==> src/blm_pkg.sv <==
// ----------------------------------------------------------------------------
// blm_pkg
// shared constants, state encoding and controller/datapath command types
// ----------------------------------------------------------------------------
package blm_pkg;

    localparam int MAX_LEN   = 64;
    localparam int LEN_W     = $clog2(MAX_LEN + 1);
    localparam int IDX_W     = $clog2(MAX_LEN);
    localparam int TAB_DEPTH = MAX_LEN * (MAX_LEN + 1) / 2;
    localparam int TAB_AW    = $clog2(TAB_DEPTH);
    localparam int PROB_W    = 17;
    localparam int VAL_W     = 32;
    localparam int VLEN_W    = 7;
    localparam int PROD_W    = PROB_W + VAL_W;
    localparam int ACC_W     = PROD_W + IDX_W;
    localparam int RND_W     = ACC_W - 16;
    localparam int ADDR_W    = 3;

    localparam logic [PROB_W-1:0] ONE_Q16 = PROB_W'(65536);
    localparam logic [ACC_W-1:0]  HALF_Q16 = ACC_W'(32768);

    localparam logic REG_KEEP_PROB = 1'b0;
    localparam logic REG_VEC_LEN   = 1'b1;

    typedef enum logic [3:0] {
        S_BINIT,
        S_BRD,
        S_BM0,
        S_BM1,
        S_BM2,
        S_IDLE,
        S_MRD,
        S_MMUL,
        S_MACC,
        S_MOUT
    } t_state;

    typedef struct packed {
        logic in_en;
        logic b_init;
        logic b_rd_sel;
        logic b_mul0;
        logic b_mul1;
        logic b_wr;
        logic m_start;
        logic m_mul;
        logic m_acc;
        logic m_out;
    } t_cmd;

    typedef struct packed {
        logic in_valid;
        logic kp_wr;
        logic vec_done;
        logic row_last;
        logic table_last;
        logic from_last;
        logic out_last;
        logic slot_free;
    } t_sts;

endpackage

==> src/blm_ctrl.sv <==
// ----------------------------------------------------------------------------
// blm_ctrl
// sequencer for table build, element load and matrix-vector walk
// ----------------------------------------------------------------------------
module blm_ctrl import blm_pkg::*; (
    input  logic i_clk,
    input  logic i_rst_n,
    input  t_sts i_sts,
    output t_cmd o_cmd
);

    t_state r_state, n_state;
    logic   r_build_req, n_build_req;

    always_ff @(posedge i_clk) begin
        if (!i_rst_n) begin
            r_state     <= S_BINIT;
            r_build_req <= 1'b0;
        end else begin
            r_state     <= n_state;
            r_build_req <= n_build_req;
        end
    end

    always_comb begin
        n_state     = r_state;
        n_build_req = r_build_req | i_sts.kp_wr;
        o_cmd       = '0;
        unique case (r_state)
            S_BINIT: begin
                o_cmd.b_init = 1'b1;
                n_state      = S_BRD;
            end
            S_BRD: begin
                o_cmd.b_rd_sel = 1'b1;
                n_state        = S_BM0;
            end
            S_BM0: begin
                o_cmd.b_mul0 = 1'b1;
                n_state      = S_BM1;
            end
            S_BM1: begin
                o_cmd.b_mul1 = 1'b1;
                n_state      = S_BM2;
            end
            S_BM2: begin
                o_cmd.b_wr = 1'b1;
                n_state    = (i_sts.row_last && i_sts.table_last) ? S_IDLE : S_BRD;
            end
            S_IDLE: begin
                if (r_build_req) begin
                    n_build_req = i_sts.kp_wr;
                    n_state     = S_BINIT;
                end else begin
                    o_cmd.in_en = 1'b1;
                    if (i_sts.in_valid && i_sts.vec_done) begin
                        o_cmd.m_start = 1'b1;
                        n_state       = S_MRD;
                    end
                end
            end
            S_MRD: begin
                n_state = S_MMUL;
            end
            S_MMUL: begin
                o_cmd.m_mul = 1'b1;
                n_state     = S_MACC;
            end
            S_MACC: begin
                o_cmd.m_acc = 1'b1;
                n_state     = i_sts.from_last ? S_MOUT : S_MMUL;
            end
            S_MOUT: begin
                if (i_sts.slot_free) begin
                    o_cmd.m_out = 1'b1;
                    n_state     = i_sts.out_last ? S_IDLE : S_MRD;
                end
            end
            default: begin
                n_state = S_BINIT;
            end
        endcase
    end

endmodule

==> config.mk <==
export PLATFORM = sky130hd
export DESIGN_NAME = blm_ctrl
export DESIGN_NICKNAME = d
export VERILOG_FILES = /design/src/blm_pkg.sv /design/src/blm_ctrl.sv
export SDC_FILE = /design/constraint.sdc
export NUM_CORES = 1
export LEC_CHECK = 0
export ABC_AREA = 1
export BUFFER_PORTS_ARGS = -buffer_cell sky130_fd_sc_hd__clkbuf_2
export CAP_MARGIN = 20
export CORE_AREA = 8 8 45 47
export DETAILED_ROUTE_END_ITERATION = 6
export DIE_AREA = 0 0 53 55
export PLACE_DENSITY = 0.52
export SETUP_SLACK_MARGIN = 0.5
export SLEW_MARGIN = 0
export SYNTH_ARGS = -nofsm -noshare
export SYNTH_HDL_FRONTEND = slang
export SYNTH_SLANG_ARGS = --single-unit
==> constraint.sdc <==
create_clock -name i_clk -period 1.4 [get_ports i_clk]
set_input_delay 0.21 -clock i_clk [delete_from_list [all_inputs] [get_ports i_clk]]
set_output_delay 0.21 -clock i_clk [all_outputs]
set_load 0.005 [all_outputs]
==> metrics, run 1 <==
# DRC 0; endpoints failing setup 0; final worst path period need 1.32 ns; Die X-Extent 53 um; total gr overflow 0; CP required ~1.2 ns; Synth warnings 0; Clock Path Buffers 2; WP data arrival approximately 1.1 ns; crit end category output port; mapped cell area a little under 400 um2; FF+latch count, synth 5; TNS Setup 0 ns; DR pass1 iterations 4; synthesized instance count 70; Pwr Density slightly below 700 mW/mm2; WL final around 1200 um; port bufs 19; gr usage total a little under a tenth; area grow syn2layout 60.7%; Buf/Inv on CP 2; Die ar. roughly 0.003 mm2; Least-Margin Pin Slew ~0.18 ns; fraction of layout cells with a size suffix above 1 a little under half; IO Pins 20; TritonCTS Buffers 3; Startpoint Class flop; syn_nets 80; fillers roughly 160; Max Cap Viol 0; max frequency roughly 760 MHz; multi-input logic area between 200 and 300 um2; sequential area share after synthesis 25.2%; first-pass GRT wire length around 2000 um; DR iter-0 viols 1; WHS around 0.18 ns; Num Clock Sinks 5; CTS H-tree depth 1; Static Leak 0.000401 uW; DR vias/cell roughly 4.4; period utilisation layout 94.0%; initial core utilization between 20% and 30%; Largest stage delay, worst path between 0.3 and 0.4 ns; commonest non-fill, non-tap cells in the layout 17 x clkbuf_2, 14 x inv_1, 12 x nand2_1; delay-heaviest family, CP flip-flops; clock-pin slew on the worst setup and hold paths 0.04 ns; Final Hold Fails 0; Setup Skew between 0.004 and 0.005 ns; Max FO, Critical Path 4; routed len/inst roughly 11 um; DR vias approximately 500; slowest CP cell dfxtp_4; RSZ-0062 raised after global routing yes; gpl congestion around 0.76; min-delay worst type in -> reg; Antenna Cells 0; Die Ht between 50 and 60 um; fin nets between 100 and 150; initial antenna violation count 0; most common cell after layout, fill and taps aside clkbuf_2; root buffer cell clkbuf_4; core area 0.00138 mm2; Util after Layout roughly 46%; detailed placement HPWL 1000 um; critical path cell sequence inv_4 > nor2_4 > nand3b_4 > nor2_2 > buf_2; register area ~120 um2; largest net degree at the start of global routing 7; CTS tree done; Cell variety after synth 15; Final Max Tran Viols 0; number of global-route vias before repair ~470; Avg Cell Area, Syn 5.68 um2; Final ANT Viol Nets 0; status completed; Skew-Pair Late Insertion Delay between 0.2 and 0.25 ns; std cell rows 14; Rel. slew slack slightly below 90%; kind of critical path reg -> out; Peak VDD IR a little over 0.4 mV
sequential cells by signal, indices dropped and copies added (netlist names):
name,count
r_build_req,1
r_state,4
routing by layer:
metal	part of all wire [%]	global-route usage (%)	vias up
met3	6.3	3.21	2
met1	38	8.99	218
li1	-	-	270
met5	0	0	-
met2	55	16.0	8
met4	0.81	5.17	0
final cells by class:
cell class	count	area share, %
Multi-Input combinational cell	46	40.7
Timing Repair Buffer	24	21.7
Sequential cell	5	18.0
Inverter	19	12.3
Clock buffer	4	4.11
Tap cell	16	3.13
power breakdown:
part	total, uW	internal (uW)	switching (uW)	leakage, uW
Clock	160	107	53.0	0.0000150
Combinational	112	50.7	61.4	0.000342
Sequential	166	150	16.4	0.0000439
final timing paths:
kind               startpoint     endpoint  slack [ns]  depth (start not counted)
setup / recovery   r_state[2]     o_cmd[3]        0.08                          5
hold / removal        i_rst_n   r_state[3]        0.18                          3
setup reg to reg   r_state[0]   r_state[2]        0.21                          7
hold reg to reg   r_build_req  r_build_req        0.51                          2
synthesized netlist by cell type, drive strengths merged:
cell type	instances	share of area [%]
a21oi	3	3.8
a31oi	2	3.1
nor2	15	19
inv	19	18
o211ai	1	1.9
o21bai	1	1.9
nand3	8	10
nand3b	1	2.8
o21ai	2	2.5
nand2	13	12
dfxtp	5	25
logic make-up after synthesis:
logic type	Yosys count	synth area share [%]
DFF	5	25.2
buffers and inverters	19	17.9
and+or+nand+nor	37	43.7
AOI/OAI and AO/OA	9	13.2
per-stage QoR:
step / cell area [um2] / cells / setup slack (ns) / power, uW
floorplan: 418 / 70 / 0.424 / 227
global placement: 533 / 105 / 0.265 / 267
detailed placement: 533 / 105 / 0.272 / 266
CTS: 611 / 113 / 0.0416 / 441
global route: 639 / 114 / 0.0149 / 468
finish: 639 / 114 / 0.0836 / 438
tightest hold or removal path, cell delays in order:
cell and delay (ns):
clkbuf_2 0.09, nand2_1 0.05, inv_1 0.04
what timing repair did:
item | in CTS | in global routing
pin swaps | 4 | 4
endpoints found under the setup margin | 14 | 15
endpoints found under the hold margin | 0 | 0
setup buffers | 4 | 1
gates resized for setup | 7 | 9
hold buffers | 0 | 0
Power figures use the tool's default switching activity.
==> run 2, diff against run 1 <==
--- a/config.mk
+++ b/config.mk
@@ -6,12 +6,13 @@
 export NUM_CORES = 1
 export LEC_CHECK = 0
 export ABC_AREA = 1
-export BUFFER_PORTS_ARGS = -buffer_cell sky130_fd_sc_hd__clkbuf_2
 export CAP_MARGIN = 20
 export CORE_AREA = 8 8 45 47
+export CTS_BUF_LIST = sky130_fd_sc_hd__clkbuf_16
 export DETAILED_ROUTE_END_ITERATION = 6
 export DIE_AREA = 0 0 53 55
-export PLACE_DENSITY = 0.52
+export DONT_BUFFER_PORTS = 1
+export PLACE_DENSITY = 0.48
 export SETUP_SLACK_MARGIN = 0.5
 export SLEW_MARGIN = 0
 export SYNTH_ARGS = -nofsm -noshare
==> metrics, run 2 (synthesis results as in run 1) <==
status completed; initial core utilization 28.8%; fillers 139; Pwr Density between 1000 and 1500 mW/mm2; Die ar. ~0.0029 mm2; DR pass1 iterations 2; DR iter-0 viols 4; fraction of layout cells with a size suffix above 1 roughly 49%; kind of critical path reg -> out; R2R Path End r_state[2]; Skew-Pair Late Insertion Delay ~0.23 ns; multi-input logic area a little over 300 um2; endpoints failing setup 0; most common cell after layout, fill and taps aside inv_1; DR vias/cell slightly below 5; combinational fraction of design power between 10% and 20%; WP data arrival 1.04 ns; Largest regs r_state x4, r_build_req x1; HP Start i_rst_n; RSZ-0062 raised after global routing yes; CTS tree done; routed len/inst approximately 13 um; power share of the clock group a little over three fifths; Setup Skew around 0.0020 ns; Max Cap Viol 0; Hold Crit Depth 2; # DRC 0; crit end category output port; delay-heaviest family, CP flip-flops; clock-pin slew on the worst setup and hold paths 0.03 ns; Antenna Cells 0; Non-Filler Instances 96; slowest CP cell dfxtp_4; Peak VDD IR between 0.6 and 0.7 mV; number of flip-flops in the largest register 4; power share of the sequential group roughly 23%; period utilisation layout ~90%; gr usage total 9.51%; area grow syn2layout 62.3%; WL final 1240 um; first-pass GRT wire length around 2000 um; total gr overflow 0; CP required approximately 1.2 ns; Hold EP r_state[3]; max frequency around 800 MHz; IO Pins 20; Util after Layout 46.7%; initial antenna violation count 0; Largest stage delay, worst path slightly below 0.4 ns; commonest non-fill, non-tap cells in the layout 12 x inv_1, 9 x nand2_1, 7 x nor2_4, 7 x nand3_1, 6 x inv_2; hold_buf cts 0; number of global-route vias before repair ~480; Psw roughly 180 uW; Startpoint Class flop; placed instance area about 440 um2; Die Ht between 50 and 60 um; Max FO, Critical Path 6; root buffer cell clkbuf_16; Least-Margin Pin Slew 0.187 ns; Final ANT Viol Nets 0; Buf/Inv on CP 1; R2R cell count 7; TritonCTS Buffers 3; fin nets 91; gpl congestion between 0.8 and 0.9; Num Clock Sinks 5; final worst path period need 1.25 ns; largest net degree at the start of global routing 7; Final Hold Fails 0; min-delay worst type in -> reg; Largest Register r_state; Final Max Tran Viols 0; fin area between 600 and 700 um2; Clock Path Buffers 2; worst r2r src r_state[0]; core area about 0.0014 mm2; Die X-Extent 53 um; TNS Setup 0 ns; std cell rows 14; Static Leak roughly 0.00035 uW; dpl cells 86; Rel. slew slack about 90%; critical path cell sequence inv_4 > nor2_4 > nand2_2 > nor2_2; Sw Ratio 23.9%; DR vias between 400 and 500; detailed placement HPWL 945 um; register area roughly 120 um2; port bufs 0; Power Internal ~560 uW; reg-to-reg slack, setup about 0.22 ns; CTS H-tree depth 1
[run 2: layout make-up]
cell class | instances | area share [%]
clock buffers | 3 | 11.6
multi-input cells | 46 | 47.5
repair buffers | 6 | 7.56
flip-flops and latches | 5 | 17.8
inverters | 19 | 11.8
clock inverters | 1 | 0.581
well taps | 16 | 3.10
[run 2: how the worst max path moves through the flow]
| stage | start | to | slack [ns] | depth (start not counted) |
|---|---|---|---|---|
| floorplan | r_state[0] | r_state[2] | 0.42 | 6 |
| global placement | r_state[3] | r_state[1] | 0.24 | 8 |
| detailed placement | r_state[3] | r_state[1] | 0.26 | 8 |
| CTS | r_state[0] | o_cmd[3] | 0.16 | 4 |
| global route | r_state[0] | o_cmd[9] | 0.1 | 4 |
| finish | r_state[0] | o_cmd[0] | 0.15 | 4 |
[run 2: power by group through the flow]
stage	sequential (uW)	clock (uW)	combinational (uW)
after floorplan	167	0	60.8
after global placement	169	0	74.3
after detailed placement	169	0	74.0
after CTS	166	466	89.2
after global routing	170	485	122
final	169	463	109
[run 2: worst reg2reg max path, stage by stage, from the launching register on]
cell,delay [ns]
dfxtp_4,0.39
inv_4,0.05
nor2_4,0.16
nand2_2,0.11
buf_4,0.14
nand3_1,0.07
o21bai_1,0.07
a21oi_1,0.12
[run 2: repair_timing]
action | in CTS | in global routing
buffers inserted | 5 | 1
cloned | 0 | 0
pin swaps | 6 | 10
gates resized for setup | 16 | 13
setup endpoints to repair | 15 | 15
[run 2: metrics by stage]
step           hold WS [ns]  setup slack, ns  total power, uW
2_1_floorplan         0.308            0.424              227
3_3_place_gp          0.321            0.237              243
3_5_place_dp          0.321            0.258              243
4_1_cts              0.0889            0.160              721
5_1_grt               0.103           0.0998              777
6_report             0.0802            0.153              740
[run 2: per-layer routing]
metal / GRT usage, % / up-vias / routed length, um
met5: 0 / - / 0
met4: 9.05 / 0 / 61
met3: 4.55 / 7 / 117
met2: 14.8 / 16 / 620
met1: 9.12 / 202 / 440
li1: - / 238 / -
